File: config.mk
export PLATFORM = sky130hd
export DESIGN_NAME = lj_mul
export DESIGN_NICKNAME = d
export VERILOG_FILES = /design/src/sv/lj_pkg.sv /design/src/sv/lj_mul.sv
export VERILOG_INCLUDE_DIRS = /design/src /design/src/sv
export SDC_FILE = /design/constraint.sdc
export NUM_CORES = 2
export LEC_CHECK = 0
export BUFFER_PORTS_ARGS = -buffer_cell sky130_fd_sc_hd__buf_2
export CORE_MARGIN = 3
export CORE_UTILIZATION = 42
export DETAILED_ROUTE_END_ITERATION = 6
export GPL_TIMING_DRIVEN = 0
export PLACE_DENSITY = 0.62
export SLEW_MARGIN = 5
export SYNTH_ARGS = -nofsm -noshare
export SYNTH_HDL_FRONTEND = slang
export SYNTH_SLANG_ARGS = --single-unit
File: constraint.sdc
create_clock -name clk -period 10.9 [get_ports clk]
set_input_delay 2.18 -clock clk [delete_from_list [all_inputs] [get_ports clk]]
set_output_delay 2.18 -clock clk [all_outputs]
set_load 0.05 [all_outputs]
File: src/sv/lennard_jones_pair_forces_defines.svh
// Assertion macros shared by the block's modules.
`ifndef LENNARD_JONES_PAIR_FORCES_DEFINES_SVH
`define LENNARD_JONES_PAIR_FORCES_DEFINES_SVH

// Same-cycle implication, sampled on clk, off during reset.
`define LJ_ASSERT_IMPL(lbl, ante, cons, msg) \
	lbl: assert property (@(posedge clk) disable iff (!arst_n) (ante) |-> (cons)) \
		else $error(msg);

// Next-cycle implication, sampled on clk, off during reset.
`define LJ_ASSERT_NEXT(lbl, ante, cons, msg) \
	lbl: assert property (@(posedge clk) disable iff (!arst_n) (ante) |=> (cons)) \
		else $error(msg);

`endif

File: src/sv/lj_pkg.sv
package lj_pkg;

	localparam int MAX_PARTICLES_DEF = 1024;
	localparam int ACC_FRAC_BITS     = 32;
	localparam int OP_W              = 64;
	localparam int PROD_W            = 2 * OP_W;

	localparam logic [63:0] MAG_LIMIT = 64'h7FFF_FFFF_FFFF_FFFF;
	localparam logic [63:0] SIGN_BIT  = 64'h8000_0000_0000_0000;

	localparam logic [1:0] KIND_WRITE   = 2'd0;
	localparam logic [1:0] KIND_COMPUTE = 2'd1;
	localparam logic [1:0] KIND_READ    = 2'd2;

	localparam logic [1:0] REG_COUNT  = 2'd0;
	localparam logic [1:0] REG_BOX    = 2'd1;
	localparam logic [1:0] REG_CUTOFF = 2'd2;

	typedef enum logic [4:0] {
		S_IDLE,
		S_READ_OUT,
		S_PASS_INIT,
		S_MUL_GO,
		S_MUL_WAIT,
		S_PAIR_RDI,
		S_PAIR_RDJ,
		S_WRAP,
		S_CMP,
		S_DIV_GO,
		S_DIV_WAIT,
		S_POT,
		S_FRC_RDI,
		S_FRC_UPI,
		S_FRC_RDJ,
		S_FRC_UPJ,
		S_NEXT,
		S_DONE
	} st_t;

	typedef enum logic [3:0] {
		M_RC,
		M_SQ0,
		M_SQ1,
		M_SQ2,
		M_U2,
		M_U3,
		M_U4,
		M_U6,
		M_U7,
		M_VIR,
		M_F0,
		M_F1,
		M_F2
	} mstep_t;

	// {overflow, value}
	function automatic logic [64:0] sat_add(input logic [63:0] acc, input logic [63:0] mag,
			input logic neg);
		logic [63:0] b;
		logic [63:0] s;
		logic        ovf;
		b = neg ? (64'd0 - mag) : mag;
		s = acc + b;
		ovf = (acc[63] == b[63]) && (s[63] != acc[63]);
		if (ovf) begin
			return {1'b1, (acc[63] ? SIGN_BIT : MAG_LIMIT)};
		end
		return {1'b0, s};
	endfunction

	// {overflow, magnitude}: rescale to the accumulator fraction and clamp
	function automatic logic [64:0] to_acc(input logic [127:0] v, input int frac_in);
		int           s;
		logic [127:0] r;
		logic         ovf;
		s = frac_in - ACC_FRAC_BITS;
		if (s >= 0) begin
			r = v >> s;
		end else begin
			r = v << (-s);
		end
		ovf = ((v >> (63 + s)) != '0);
		if (ovf) begin
			return {1'b1, MAG_LIMIT};
		end
		return {1'b0, r[63:0]};
	endfunction

	// {overflow, value}: Q32.32 product, saturating
	function automatic logic [64:0] q32(input logic [127:0] p);
		if (p[127:96] != '0) begin
			return {1'b1, 64'hFFFF_FFFF_FFFF_FFFF};
		end
		return {1'b0, p[95:32]};
	endfunction

	function automatic logic signed [35:0] wrap_d(input logic [31:0] a, input logic [31:0] b,
			input logic [30:0] side);
		logic signed [35:0] d;
		logic signed [35:0] sd;
		d  = 36'(signed'(a)) - 36'(signed'(b));
		sd = signed'({5'b0, side});
		if ((d <<< 1) < -sd) begin
			d = d + sd;
		end
		if ((d <<< 1) > sd) begin
			d = d - sd;
		end
		return d;
	endfunction

	function automatic logic [63:0] dmag(input logic [31:0] d);
		logic [31:0] m;
		m = d[31] ? (32'd0 - d) : d;
		return {32'd0, m};
	endfunction

endpackage

File: src/sv/lj_mul.sv
`include "lennard_jones_pair_forces_defines.svh"

module lj_mul import lj_pkg::*; (
	input  logic                clk,
	input  logic                arst_n,
	input  logic                start,
	input  logic [OP_W-1:0]     a,
	input  logic [OP_W-1:0]     b,
	output logic                done,
	output logic [PROD_W-1:0]   prod
);

	logic [OP_W-1:0]   a_q;
	logic [OP_W-1:0]   b_q;
	logic [2:0]        cnt_q;
	logic              busy_q;
	logic              done_q;
	logic              pv_s1;
	logic [1:0]        k_s1;
	logic [63:0]       pp_s1;
	logic [PROD_W-1:0] acc_q;
	logic [31:0]       pa;
	logic [31:0]       pb;
	logic [PROD_W-1:0] addend;

	always_comb begin
		pa = cnt_q[1] ? a_q[63:32] : a_q[31:0];
		pb = cnt_q[0] ? b_q[63:32] : b_q[31:0];
		case (k_s1)
			2'd0:    addend = {64'd0, pp_s1};
			2'd3:    addend = {pp_s1, 64'd0};
			default: addend = {32'd0, pp_s1, 32'd0};
		endcase
	end

	always_ff @(posedge clk or negedge arst_n) begin
		if (!arst_n) begin
			busy_q <= 1'b0;
			cnt_q  <= '0;
			pv_s1  <= 1'b0;
			done_q <= 1'b0;
		end else begin
			done_q <= 1'b0;
			if (start) begin
				busy_q <= 1'b1;
				cnt_q  <= '0;
				pv_s1  <= 1'b0;
			end else if (busy_q) begin
				cnt_q <= cnt_q + 3'd1;
				pv_s1 <= !cnt_q[2];
				if (cnt_q[2]) begin
					busy_q <= 1'b0;
					done_q <= 1'b1;
				end
			end else begin
				pv_s1 <= 1'b0;
			end
		end
	end

	always_ff @(posedge clk) begin
		if (start) begin
			a_q   <= a;
			b_q   <= b;
			acc_q <= '0;
		end else if (pv_s1) begin
			acc_q <= acc_q + addend;
		end
		if (busy_q && !cnt_q[2]) begin
			pp_s1 <= 64'(pa * pb);
			k_s1  <= cnt_q[1:0];
		end
	end

	assign done = done_q;
	assign prod = acc_q;

	`LJ_ASSERT_IMPL(a_mul_start_idle, start, !busy_q, "multiplier started while busy")
	`LJ_ASSERT_NEXT(a_mul_done_after_last, busy_q && cnt_q == 3'd4, done_q, "product not flagged")
	`LJ_ASSERT_IMPL(a_mul_done_idle, done_q, !busy_q && !pv_s1, "done while still summing")

endmodule

After elaboration in Yosys (flattened, before gate mapping)
Index checks and enable logic that the tools add are counted.

Register bits: 328. Output and inout port bits: 129. Logic and storage cells: 30.

$add $sub $neg: 2. $mul: 1. Equality and inequality tests: 1. Multiplexer cells: 13. Reduce and logical (&&, ||, !) cells: 4.

Operators with widths (count): case mux 128 bit (2 select lines) (1); adder 128 bit (1); multiplier 32 x 32 -> 64 bit (1); 2-to-1 mux 32 bit (2); 2-to-1 mux 1 bit (8); 2-to-1 mux 3 bit (2); adder 3 x 1 -> 3 bit (second input constant) (1); == test 2 bit (second input constant) (1); zero test 2 bit (1); nonzero test 2 bit (1); logical AND 1 bit (1); zero test 1 bit (1).

Logic depth before layout (Yosys ltp)
Depth after elaboration: 3. Mapped depth: 33. Depth with buffers taken out: 30.

Worst setup path after synthesis
Ideal clock, no wire load.

Path type: register to register. Start: register cnt_q[0]. End: register pp_s1[63], data pin. Setup time: 0.260 ns. Data arrival time: 8.376 ns. Required time: 10.640 ns. Slack: 2.264 ns. Stages on the path, launching flop included: 32. Buffers on the path: 4. Period minus slack after synthesis: 8.636 ns. Cell sequence: dfrtp_1 clkbuf_1 clkbuf_1 mux2i_1 clkbuf_1 nor2_1 fa_1 inv_1 fa_1 fa_1 fa_1 inv_1 fa_1 inv_1 fa_1 inv_1 fa_1 fa_1 ha_1 clkbuf_1 a21oi_1 o21ai_0 a21oi_1 nor2b_1 a221oi_1 o31ai_2 a41oi_1 o21bai_1 a31oi_1 o21a_1 o21ai_1 xnor2_1.

Cells in the longest elaborated chain, start to end: 2.

Ends and longest elaborated chain: from (decl) (RTL line lj_mul.sv:15) `logic [2:0] cnt_q;`; from (signal assigned) (RTL line lj_mul.sv:49) `cnt_q <= cnt_q + 3'd1;`; 2-to-1 mux 32 bit (RTL line lj_mul.sv:28) `pb = cnt_q[0] ? b_q[63:32] : b_q[31:0];`; multiplier 32 x 32 -> 64 bit (RTL line lj_mul.sv:70) `pp_s1 <= 64'(pa * pb);`; to (signal assigned) (RTL line lj_mul.sv:70); to (decl) (RTL line lj_mul.sv:20) `logic [63:0] pp_s1;`.

No other way between the ends. A chain may end at the register's enable or synchronous reset.

Worst setup path after layout
Start: register cnt_q[1]. End: register pp_s1[63], data pin.

Cells in the longest elaborated chain, start to end: 2.

Ends and longest elaborated chain: 2-to-1 mux 32 bit (RTL line lj_mul.sv:27) `pa = cnt_q[1] ? a_q[63:32] : a_q[31:0];`; multiplier 32 x 32 -> 64 bit (RTL line lj_mul.sv:70).

No other way between the ends.

==> impl_metrics.ini <==
[die]
fp.dieH_um = 361
initial_core_util_pct = 42.5
die_area_mm2 = 0.130
core_area_mm2 = 0.124
io_pins = 260
rows = 129
die_w_um = 361

[setup_path]
crit_fanout = 10
critPathSlowestCell = clkbuf_1
endpoint_kind = register
reg2reg_depth = 28
crit_required_ps = 11280
cpMostUsedCell = fa_1
arrival_ps = 11120
max_stage_delay_ps = 890
rrSetupSlack_ps = 160
rr_startpoint = cnt_q[1]$_DFFE_PN0P_
critPathLaunchType = register
worstReg2RegEnd = pp_s1[63]$_DFFE_PP_
path_class = register to register

[yosys]
syn-mean-instance-area_um2 = 8.96
synth_async_sr_flop_share_pct = 1.83
synth_compound_area_share_pct = 10.2
synth_top_area_share_pct = 34.0
synth-adder-area-share_pct = 43.3
synth_ff_type = edfxtp_1
synth.distinct_cells = 97
synthesis.area_mm2 = 0.0529
synthCells = 5899
synth-seq-cells = 328
synthTopCellsByArea = fa_1 (34%), edfxtp_1 (11%), ha_1 (9.3%)
yosys.area_share.simple_pct = 14.8
yosys.area_share.xor_xnor_pct = 3.03
synth_top_family_by_area = adder cells
post-synth-top-area-cell = fa_1
muxShareOfSynthArea_pct = 3.77
ys_seq_area_share_pct = 16.2
synth_nets = 7320
yosysWarnings = 0
synth_edf_count = 194

[detailed_routing]
wl_per_cell_um = 27.9
drt-total-wl_um = 220000
firstDrtPassIters = 7
post-route-drc-count = 0
vias = 44801
avgViaCountPerCell = 5.68
ant_nets = 0
first_iter_violations = 4111

[placed_design]
gp_congestion = 1.06
port_buffers = 259
placedInstanceArea_mm2 = 0.0566
placed_cells = 7818
dp_hpwl_um = 183000

[global_route]
antenna_found_initial = 2
grt_pass1_wl_um = 316000
grt_max_degree = 93
first_global_vias = 45665
grt_use_total_pct = 33.6
overflow = 0

[sta]
post-route-min-period_ps = 10740
min_period_over_period_pct = 98.5
slew_violations = 0
hold_violations = 0
rsz0062_at_grt = false
max_freq_mhz = 93.1
finalSetupViolCount = 0
whs_ps = 472
fin_skew_ps = 19.3
tightestPinTransition_ps = 1330
tns_ps = 0
maxSlewHeadroom_pct = 11.6

[clock_tree]
clockBufferDepth = 3
cts_num_sinks = 328
clk_latency_ps = 640
ctsHtreeMaxLevel = 2
cts.clk_slew.worst_paths_ps = 60
cts_tree = built
hold_buffers = 0
root_buffer = clkbuf_16
numCtsBuffers = 41

[cells_and_area]
nNetsFinal = 7638
fin_cells = 7885
syn2layout_area_growth_pct = 10.1
fin_area_mm2 = 0.0582
fillCellCount = 12177
drive_above_1_share_pct = 9.60

[hold_path]
min_path_type = register to register
hold-path-endpoint = prod[93]$_SDFFE_PP0P_
hold_start = prod[93]$_SDFFE_PP0P_
holdPathStages = 2

[status]
status = completed

[job]
maxCapViolCount = 0
cell type report:
class	instances	area, um2	share of cell area (%)
diodes	1	2.50	0.00430
multi-input cells	4347	39900	68.6
clock inverters	18	184	0.316
well taps	1637	2050	3.52
inverters	936	3510	6.04
repair buffers	288	1660	2.86
clock buffers	55	1150	1.98
flip-flops and latches	328	8540	14.7
plain buffers	275	1200	2.06
cells by family (layout without fill, tap and decap cells):
family                     Yosys count  in the layout
and+or+nand+nor                   1847           1847
buffers and inverters             1224           1572
DFF                                328            328
xor gates and xnor gates           183            183
other                                0              1
AOI/OAI and AO/OA                  836            836
adders and majority gates         1290           1290
muxes                              191            191
cell usage after synthesis (21+ instances only):
cell,instances
o21bai_1,41
edfxtp_1,194
xor2_1,65
and2_1,76
nor2_1,797
a21oi_1,255
a22o_1,36
nor3_1,27
mux2_2,64
nand4_1,71
fa_1,897
ha_1,393
o21ai_1,25
inv_1,935
nand3_1,35
o21a_1,21
a21o_1,124
xnor2_1,118
clkbuf_1,245
mux2i_1,126
nor2b_1,26
o21ai_0,181
nand2_1,714
dfxtp_1,128
layout by cell type, fill, tap and decap left out, types with 13 or more instances in the layout:
cell type  instances
buf_6             18
inv_1            935
a22o_1            36
a21oi_1          254
a211oi_1          14
o21ai_1           25
o21bai_1          41
dfxtp_1          128
nand3_1           35
o21ai_0          181
buf_4             13
mux2i_1           88
and3_1            20
clkbuf_2          53
nand4_1           71
mux2_2            62
nor3_1            27
mux2i_2           30
fa_1             897
buf_1             13
ha_1             393
a31oi_1           20
xnor2_1          118
nand2b_1          19
buf_2            278
xor2_1            65
nor2b_1           25
clkbuf_16         42
nor2_1           797
o21a_1            21
and2_1            76
nand2_1          714
edfxtp_1         194
clkbuf_1         180
a21o_1           124
flip-flops by register name, indices dropped and copies added (netlist names):
| register | cells |
|---|---|
| pp_s1 | 64 |
| a_q | 64 |
| b_q | 64 |
| k_s1 | 2 |
| cnt_q | 3 |
| busy_q | 1 |
| prod | 128 |
| done | 1 |
| pv_s1 | 1 |
repair_timing:
item | in CTS | in global routing
resized for setup | 57 | 100
pin swaps | 0 | 0
cloned | 0 | 0
buffers inserted | 0 | 6
setup endpoints to repair | 33 | 11
worst max-delay path by stage:
| stage | start | to | slack (ps) | cells past startpoint |
|---|---|---|---|---|
| global route | cnt_q[1]$_DFFE_PN0P_ | pp_s1[63]$_DFFE_PP_ | 20 | 29 |
| floorplan | cnt_q[0]$_DFFE_PN0P_ | pp_s1[63]$_DFFE_PP_ | 2260 | 31 |
| CTS | cnt_q[1]$_DFFE_PN0P_ | pp_s1[63]$_DFFE_PP_ | 10 | 27 |
| finish | cnt_q[1]$_DFFE_PN0P_ | pp_s1[63]$_DFFE_PP_ | 160 | 28 |
| global placement | cnt_q[0]$_DFFE_PN0P_ | pp_s1[56]$_DFFE_PP_ | -1280 | 26 |
| detailed placement | cnt_q[1]$_DFFE_PN0P_ | pp_s1[63]$_DFFE_PP_ | -1420 | 28 |
critical path: cells and delay by family, from the launching register on:
kind                     cells  cell delay (ps)
flip-flops                   1              630
XOR/XNOR                     1              120
adder cells (fa/ha/maj)      9             4490
AND/OR/NAND/NOR              1              200
multiplexers                 1              380
buffers and inverters        6             2190
AO/OA/AOI/OAI               10             2460
metrics by stage:
step,worst slack (ps),utilization [%]
after floorplan,2260,-
after global placement,-1280,45.2
after detailed placement,-1420,45.5
after CTS,12.2,46.7
after global routing,24.5,46.8
final,161,46.8
per-layer routing:
metal	wire, um	part of all wire (%)	up-vias	GRT usage [%]
li1	-	-	19429	-
met1	86200	39	22147	43.1
met2	93600	43	2564	51.0
met3	22600	10	659	8.45
met4	17300	7.9	2	21.2
met5	9	0.0041	-	0
Power is not shown: default switching activity piles up to over one toggle a cycle in this logic, so the estimate is an artifact.
