<file path="config.mk">
export PLATFORM = sky130hd
export DESIGN_NAME = lj_recip
export DESIGN_NICKNAME = d
export VERILOG_FILES = /design/src/sv/lennard_jones_pair_forces_defines.svh /design/src/sv/lj_pkg.sv /design/src/sv/lj_recip.sv
export SDC_FILE = /design/constraint.sdc
export NUM_CORES = 1
export LEC_CHECK = 0
export BUFFER_PORTS_ARGS = -buffer_cell sky130_fd_sc_hd__buf_2
export CAP_MARGIN = 25
export CORE_MARGIN = 1.5
export CORE_UTILIZATION = 35
export CTS_CLUSTER_SIZE = 10
export DETAILED_ROUTE_END_ITERATION = 10
export GPL_TIMING_DRIVEN = 0
export PLACE_DENSITY = 0.48
export SLEW_MARGIN = 20
export SYNTH_ARGS = -nofsm -noshare
export SYNTH_HDL_FRONTEND = slang
export SYNTH_SLANG_ARGS = --single-unit
export TNS_END_PERCENT = 100
</file>
<file path="constraint.sdc">
create_clock -name clk -period 4.8 [get_ports clk]
set_clock_uncertainty 0.2 [all_clocks]
set_input_delay 0.72 -clock clk [delete_from_list [all_inputs] [get_ports clk]]
set_output_delay 0.72 -clock clk [all_outputs]
set_load 0.1 [all_outputs]
</file>
<file path="src/sv/lennard_jones_pair_forces_defines.svh">
// Assertion macros shared by the block's modules.
`ifndef LENNARD_JONES_PAIR_FORCES_DEFINES_SVH
`define LENNARD_JONES_PAIR_FORCES_DEFINES_SVH

// Same-cycle implication, sampled on clk, off during reset.
`define LJ_ASSERT_IMPL(lbl, ante, cons, msg) \
	lbl: assert property (@(posedge clk) disable iff (!arst_n) (ante) |-> (cons)) \
		else $error(msg);

// Next-cycle implication, sampled on clk, off during reset.
`define LJ_ASSERT_NEXT(lbl, ante, cons, msg) \
	lbl: assert property (@(posedge clk) disable iff (!arst_n) (ante) |=> (cons)) \
		else $error(msg);

`endif

</file>
<file path="src/sv/lj_pkg.sv">
package lj_pkg;

	localparam int MAX_PARTICLES_DEF = 1024;
	localparam int ACC_FRAC_BITS     = 32;
	localparam int OP_W              = 64;
	localparam int PROD_W            = 2 * OP_W;

	localparam logic [63:0] MAG_LIMIT = 64'h7FFF_FFFF_FFFF_FFFF;
	localparam logic [63:0] SIGN_BIT  = 64'h8000_0000_0000_0000;

	localparam logic [1:0] KIND_WRITE   = 2'd0;
	localparam logic [1:0] KIND_COMPUTE = 2'd1;
	localparam logic [1:0] KIND_READ    = 2'd2;

	localparam logic [1:0] REG_COUNT  = 2'd0;
	localparam logic [1:0] REG_BOX    = 2'd1;
	localparam logic [1:0] REG_CUTOFF = 2'd2;

	typedef enum logic [4:0] {
		S_IDLE,
		S_READ_OUT,
		S_PASS_INIT,
		S_MUL_GO,
		S_MUL_WAIT,
		S_PAIR_RDI,
		S_PAIR_RDJ,
		S_WRAP,
		S_CMP,
		S_DIV_GO,
		S_DIV_WAIT,
		S_POT,
		S_FRC_RDI,
		S_FRC_UPI,
		S_FRC_RDJ,
		S_FRC_UPJ,
		S_NEXT,
		S_DONE
	} st_t;

	typedef enum logic [3:0] {
		M_RC,
		M_SQ0,
		M_SQ1,
		M_SQ2,
		M_U2,
		M_U3,
		M_U4,
		M_U6,
		M_U7,
		M_VIR,
		M_F0,
		M_F1,
		M_F2
	} mstep_t;

	// {overflow, value}
	function automatic logic [64:0] sat_add(input logic [63:0] acc, input logic [63:0] mag,
			input logic neg);
		logic [63:0] b;
		logic [63:0] s;
		logic        ovf;
		b = neg ? (64'd0 - mag) : mag;
		s = acc + b;
		ovf = (acc[63] == b[63]) && (s[63] != acc[63]);
		if (ovf) begin
			return {1'b1, (acc[63] ? SIGN_BIT : MAG_LIMIT)};
		end
		return {1'b0, s};
	endfunction

	// {overflow, magnitude}: rescale to the accumulator fraction and clamp
	function automatic logic [64:0] to_acc(input logic [127:0] v, input int frac_in);
		int           s;
		logic [127:0] r;
		logic         ovf;
		s = frac_in - ACC_FRAC_BITS;
		if (s >= 0) begin
			r = v >> s;
		end else begin
			r = v << (-s);
		end
		ovf = ((v >> (63 + s)) != '0);
		if (ovf) begin
			return {1'b1, MAG_LIMIT};
		end
		return {1'b0, r[63:0]};
	endfunction

	// {overflow, value}: Q32.32 product, saturating
	function automatic logic [64:0] q32(input logic [127:0] p);
		if (p[127:96] != '0) begin
			return {1'b1, 64'hFFFF_FFFF_FFFF_FFFF};
		end
		return {1'b0, p[95:32]};
	endfunction

	function automatic logic signed [35:0] wrap_d(input logic [31:0] a, input logic [31:0] b,
			input logic [30:0] side);
		logic signed [35:0] d;
		logic signed [35:0] sd;
		d  = 36'(signed'(a)) - 36'(signed'(b));
		sd = signed'({5'b0, side});
		if ((d <<< 1) < -sd) begin
			d = d + sd;
		end
		if ((d <<< 1) > sd) begin
			d = d - sd;
		end
		return d;
	endfunction

	function automatic logic [63:0] dmag(input logic [31:0] d);
		logic [31:0] m;
		m = d[31] ? (32'd0 - d) : d;
		return {32'd0, m};
	endfunction

endpackage

</file>
<file path="src/sv/lj_recip.sv">
module lj_recip import lj_pkg::*; (
	input  logic            clk,
	input  logic            arst_n,
	input  logic            start,
	input  logic [OP_W-1:0] den,
	output logic            done,
	output logic [OP_W-1:0] quo
);

	logic [OP_W:0]   rem_q;
	logic [OP_W-1:0] q_q;
	logic [OP_W-1:0] den_q;
	logic [6:0]      cnt_q;
	logic            busy_q;
	logic            done_q;
	logic [OP_W:0]   t;
	logic            ge;

	always_comb begin
		t  = {rem_q[OP_W-1:0], (cnt_q == 7'(OP_W))};
		ge = (t >= {1'b0, den_q});
	end

	always_ff @(posedge clk or negedge arst_n) begin
		if (!arst_n) begin
			busy_q <= 1'b0;
			done_q <= 1'b0;
			cnt_q  <= '0;
		end else begin
			done_q <= 1'b0;
			if (start) begin
				busy_q <= 1'b1;
				cnt_q  <= 7'(OP_W);
			end else if (busy_q) begin
				cnt_q <= cnt_q - 7'd1;
				if (cnt_q == 7'd0) begin
					busy_q <= 1'b0;
					done_q <= 1'b1;
				end
			end
		end
	end

	always_ff @(posedge clk) begin
		if (start) begin
			den_q <= den;
			rem_q <= '0;
		end else if (busy_q) begin
			rem_q <= ge ? (t - {1'b0, den_q}) : t;
			q_q   <= {q_q[OP_W-2:0], ge};
		end
	end

	assign done = done_q;
	assign quo  = q_q;

endmodule

</file>
# Yosys cells after proc, flatten, opt, wreduce, memory -nomap -nowiden
# Cells that the tools add are included.
[classes]
add_sub_neg = 2
mul = 0
n_div = 0
magnitude_cmp = 1
eq_ne = 1
n_shift = 0
n_mux = 9
bitwise = 1
n_reduce_logical = 3
[op_table]
columns = ["operator", "count"]
rows = [
  ["$ge A65 B64 Y1", 1],
  ["$mux W64", 1],
  ["$sub A64 B64 Y64", 1],
  ["$mux W7", 2],
  ["$eq A7 B7 Y1 const B", 1],
  ["$logic_not A7 Y1", 1],
  ["$sub A7 B1 Y7 const B", 1],
  ["$mux W1", 6],
  ["$reduce_and A2 Y1", 1],
  ["$reduce_bool A2 Y1", 1],
  ["$not A1 Y1", 1],
]
[totals]
ff_bits = 201
latch_bits = 0
mem_bits_rw = 0
rom_bits = 0
output_inout_bits = 65
mem_count = 0

# Depth between registers and ports, before layout
[depth]
depth_word = 4
depth_mapped = 17

# Least setup slack after synthesis
# Ideal clock, no wire load.
[synth_timing]
path_type = "reg2reg"
from = "reg cnt_q[0]"
to = "reg rem_q[62]"
setup_time_ps = 91
t_arrival_ps = 3184
slack_ps = 1326
path_stages_with_launch = 17
period_less_slack_ps = 3474
cell_sequence = "dfrtp_1 -> inv_1 -> ha_1 -> nand4_1 -> ha_1 -> inv_1 -> fa_1 -> a21oi_1 -> nor2_1 -> o21ai_0 -> a311oi_2 -> o31ai_2 -> a21oi_2 -> and4_1 -> o21ai_1 -> mux2_1 -> a311oi_1"
[synth_between]
elab_chain_len = 3
word_cells_on_any_way = 4
cone_classes = "add/sub (1); order compare (1); eq/ne (1); mux (1)"
[synth_lines]
columns = ["element", "line", "rtl"]
rows = [
  ["from (decl)", "lj_recip.sv:13", "logic [6:0] cnt_q;"],
  ["from (signal assigned)", "lj_recip.sv:33", "cnt_q <= 7'(OP_W);"],
  ["from (signal assigned)", "lj_recip.sv:35", "cnt_q <= cnt_q - 7'd1;"],
  ["$eq A7 B7 Y1 *", "lj_recip.sv:20", "t = {rem_q[OP_W-1:0], (cnt_q == 7'(OP_W))};"],
  ["$sub A64 B64 Y64 or $ge A65 B64 Y1 (tied branches)", "lj_recip.sv:49, lj_recip.sv:21", ""],
  ["$mux W64 *", "lj_recip.sv:49", "rem_q <= ge ? (t - {1'b0, den_q}) : t;"],
  ["to (signal assigned)", "lj_recip.sv:49", ""],
  ["to (decl)", "lj_recip.sv:10", "logic [OP_W:0] rem_q;"],
]
# Every way passes the cells marked *; elsewhere a longest branch is shown, timed or not.
# A chain may end at the register's enable or synchronous reset.

# Final worst setup path
# Ends and elaborated chain as after synthesis.

==> summary.md <==
| Metric | Value |
|---|---|
| Status | `completed` |
| Row cnt | `66` |
| Gr ovfl total | `0` |
| I/O pin total | `~130` |
| Final period utilization | `0.912` |
| LEAKAGE | `approximately 0.0056 uW` |
| Antenna diodes | `0` |
| Gr usage total | `0.191` |
| Layout cells sized above 1 | `0.172` |
| Core area | `~0.033 mm^2` |
| Starting Density | `0.355` |
| Critical R2R Launch | `cnt_q[0]` |
| Worst skew pair latency | `roughly 540 ps` |
| Setup violators final | `0` |
| CTS tree | `built` |
| CP Capture Type | `register` |
| Crit path launch type | `register` |
| FF-to-FF setup slack | `between 400 and 500 ps` |
| Synth unique cells | `between 70 and 80` |
| Worst hold path depth | `1` |
| Final WL | `around 33,000 um` |
| Async SR Flop Fraction | `0.0448` |
| Die area | `about 0.034 mm^2` |
| Root Driver | `clkbuf_16` |
| DRT Pass-1 Iters | `7` |
| Clock buffer depth | `3` |
| Port bufs | `roughly 130` |
| Yosys reg bits | `201` |
| Via count | `~9.4k` |
| Chip width | `~180 um` |
| Placed cells | `between 1.5k and 2k` |
| Reg2reg end | `rem_q[62]` |
| Post-cts sizing count | `0` |
| Register area share after synthesis | `0.463` |
| Final instance area | `about 0.014 mm^2` |
| Largest net degree at the start of global routing | `between 50 and 60` |
| Final critical-path setup slack | `roughly 420 ps` |
| Fin. max-slew vios | `0` |
| Cts bufs inserted | `25` |
| Multi-input gate area | `~0.0056 mm^2` |
| Ys Warns | `0` |
| Reg2reg path depth | `16` |
| Via density | `between 5 and 6` |
| Worst Path Required | `a little over 5000 ps` |
| Routed Antenna Nets | `0` |
| RSZ-0062 raised after global routing | `no` |
| WS Path Type | `reg2reg` |
| Minimum clock period | `around 4400 ps` |
| Worst slew pin tran | `slightly above 900 ps` |
| Min Hold Slack | `between 150 and 200 ps` |
| Synth Cell Area | `between 0.01 and 0.015 mm^2` |
| Crit path cell chain | `inv_1, ha_1, nand4_1, ha_1, inv_1, fa_1, a21oi_1, nor2_1, o21ai_0, a311oi_2, o31ai_2, a21oi_2, and4_1, o21ai_1, mux2_1, a311oi_1` |
| Seq. cell area | `0.00535 mm^2` |
| H-tree depth | `1` |
| Synth Area per Inst | `9.57 um^2` |
| Final RePlAce weighted congestion | `approximately 0.87` |
| Clk pin slew, worst setup/hold paths | `around 60 ps` |
| Syn Nets | `around 1.3k` |
| Dpl cell area | `0.0128 mm^2` |
| HPWL after DPL | `about 24,000 um` |
| Ys flop type | `edfxtp_1` |
| Hold endpoint | `den_q[31]` |
| Data arrival time of the critical path | `around 4600 ps` |
| PD cells | `about 640 mW/mm^2` |
| Post-synth EDFFs | `roughly 130` |
| Antenna violations before repair | `0` |
| Area grow syn2layout | `17.6%` |
| Setup TNS Final | `0 ps` |
| Nets@finish | `about 1.5k` |
| Fill count | `3,332` |
| Min-delay src | `den[31]` |
| Hold Crit Class | `in2reg` |
| Post-Syn Instances | `around 1.2k` |
| Die H | `185 um` |
| Slowest CP cell | `o31ai_2` |
| Max VDD drop | `0.261 mV` |
| Initial DRC Count | `625` |
| Max transition margin | `0.386` |
| First-pass GRT wire length | `about 50,000 um` |
| Cell Count, Final, Fillers Out | `between 1.5k and 2k` |
| Fmax | `~230 MHz` |
| Vias in the first global route | `9,172` |
| CTS Sinks | `~200` |
| MaxCap Viol Count | `0` |
| Setup WS pre-CTS | `around 470 ps` |
| Top fanout value on the critical path | `3` |
| Fin. Hold Viols | `0` |
| Residual DRC | `0` |
| Crit path largest cell delay | `480 ps` |
| Per-cell routed wire length | `between 15 and 20 um` |
==> cell families after synthesis <==
kind of cell | share of synthesized area
DFF | 0.463
muxes | 0.00541
adders and majority gates | 0.0731
xor gates and xnor gates | 0.0454
buffers and inverters | 0.0574
and+or+nand+nor | 0.160
AOI/OAI and AO/OA | 0.196
==> how the worst max path moves through the flow <==
stage,from,to,cells past startpoint
4_1_cts,cnt_q[0],rem_q[62],16
6_report,cnt_q[0],rem_q[62],16
3_3_place_gp,start,rem_q[55],6
2_1_floorplan,cnt_q[0],rem_q[62],16
5_1_grt,cnt_q[0],rem_q[62],16
3_5_place_dp,cnt_q[0],rem_q[62],16
==> per-layer routing <==
metal  routed length [um]  vias up  GRT usage
li1                     -     4683          -
met1                16000     4496      0.270
met2                14400      221      0.309
met3                 1430       48     0.0238
met4                  832        0     0.0468
met5                    0        -          0
==> power by group <==
part / switching, uW / total [uW] / leakage [uW] / internal (uW)
Combinational: 2910 / 4480 / 0.00337 / 1570
Clock: 718 / 1760 / 0.000369 / 1040
Sequential: 272 / 2520 / 0.00184 / 2250
Total: 3900 / 8770 / 0.00558 / 4860
==> cells in the mapped netlist, types with 5 or more instances <==
cell type / instances / share of area
o21bai_1: 18 / 0.012
inv_1: 83 / 0.027
and4_1: 7 / 0.0053
nor3_1: 18 / 0.0078
clkbuf_1: 31 / 0.010
dfrtp_1: 9 / 0.019
nand3_1: 19 / 0.0082
a21o_1: 31 / 0.020
o22ai_1: 6 / 0.0032
a211oi_1: 12 / 0.0078
nand2b_1: 14 / 0.0076
o21ai_0: 48 / 0.021
a21oi_1: 82 / 0.035
dfxtp_1: 64 / 0.11
a31oi_1: 16 / 0.0087
edfxtp_1: 128 / 0.33
buf_6: 5 / 0.0049
nand4_1: 30 / 0.016
nor2b_1: 12 / 0.0065
ha_1: 66 / 0.071
nand2_1: 159 / 0.052
a311oi_2: 17 / 0.022
nand3b_1: 5 / 0.0032
xnor2_1: 36 / 0.027
o21a_1: 6 / 0.0039
buf_2: 29 / 0.013
xor2_1: 24 / 0.018
nor2_1: 113 / 0.037
a311oi_1: 32 / 0.024
and3_1: 6 / 0.0032
==> flip-flops by register name, indices dropped and copies added, names as in the netlist <==
| register | cells |
|---|---|
| cnt_q | 7 |
| busy_q | 1 |
| den_q | 64 |
| done | 1 |
| rem_q | 64 |
| quo | 64 |
==> through the flow <==
stage,utilization,power [uW]
2_1_floorplan,-,5890
3_3_place_gp,0.393,7000
3_5_place_dp,0.394,7000
4_1_cts,0.418,8810
5_1_grt,0.418,9400
6_report,0.418,8770
==> final cells by class <==
type                       instances  area share
sequential                       201       0.393
timing repair buffer             134      0.0526
multi-input combinational        853       0.408
inverter                          84      0.0236
buffer                            70      0.0255
tap                              442      0.0407
clock inverter                     5     0.00479
clock buffer                      41      0.0512
==> cell usage in the layout, fill, tap and decap left out, drive strengths merged, types with 6 or more instances in the layout <==
cell / n
nor3: 19
and4: 7
o21ai: 52
a21oi: 84
nor2b: 12
clkbuf: 74
a21o: 31
nand3: 19
edfxtp: 128
nand2: 160
a31oi: 16
nand4: 30
nand2b: 14
xor2: 24
nor2: 114
buf: 170
dfxtp: 64
a311oi: 49
inv: 85
o31ai: 7
dfrtp: 9
a211oi: 13
o21a: 6
and3: 6
o21bai: 18
o22ai: 6
ha: 66
xnor2: 36
==> critical path: cells and delay by family (launching register included) <==
family                   cells  cell delay [ps]
AO/OA/AOI/OAI                7             1950
AND/OR/NAND/NOR              3              480
adder cells (fa/ha/maj)      3              800
buffers and inverters        2              130
multiplexers                 1              340
flip-flops                   1              390
==> what timing repair did <==
action                                 4_1_cts  5_1_grt
buffers inserted                             0        0
hold buffers                                 1        0
endpoints found under the hold margin        9        0
Power figures use the tool's default switching activity.
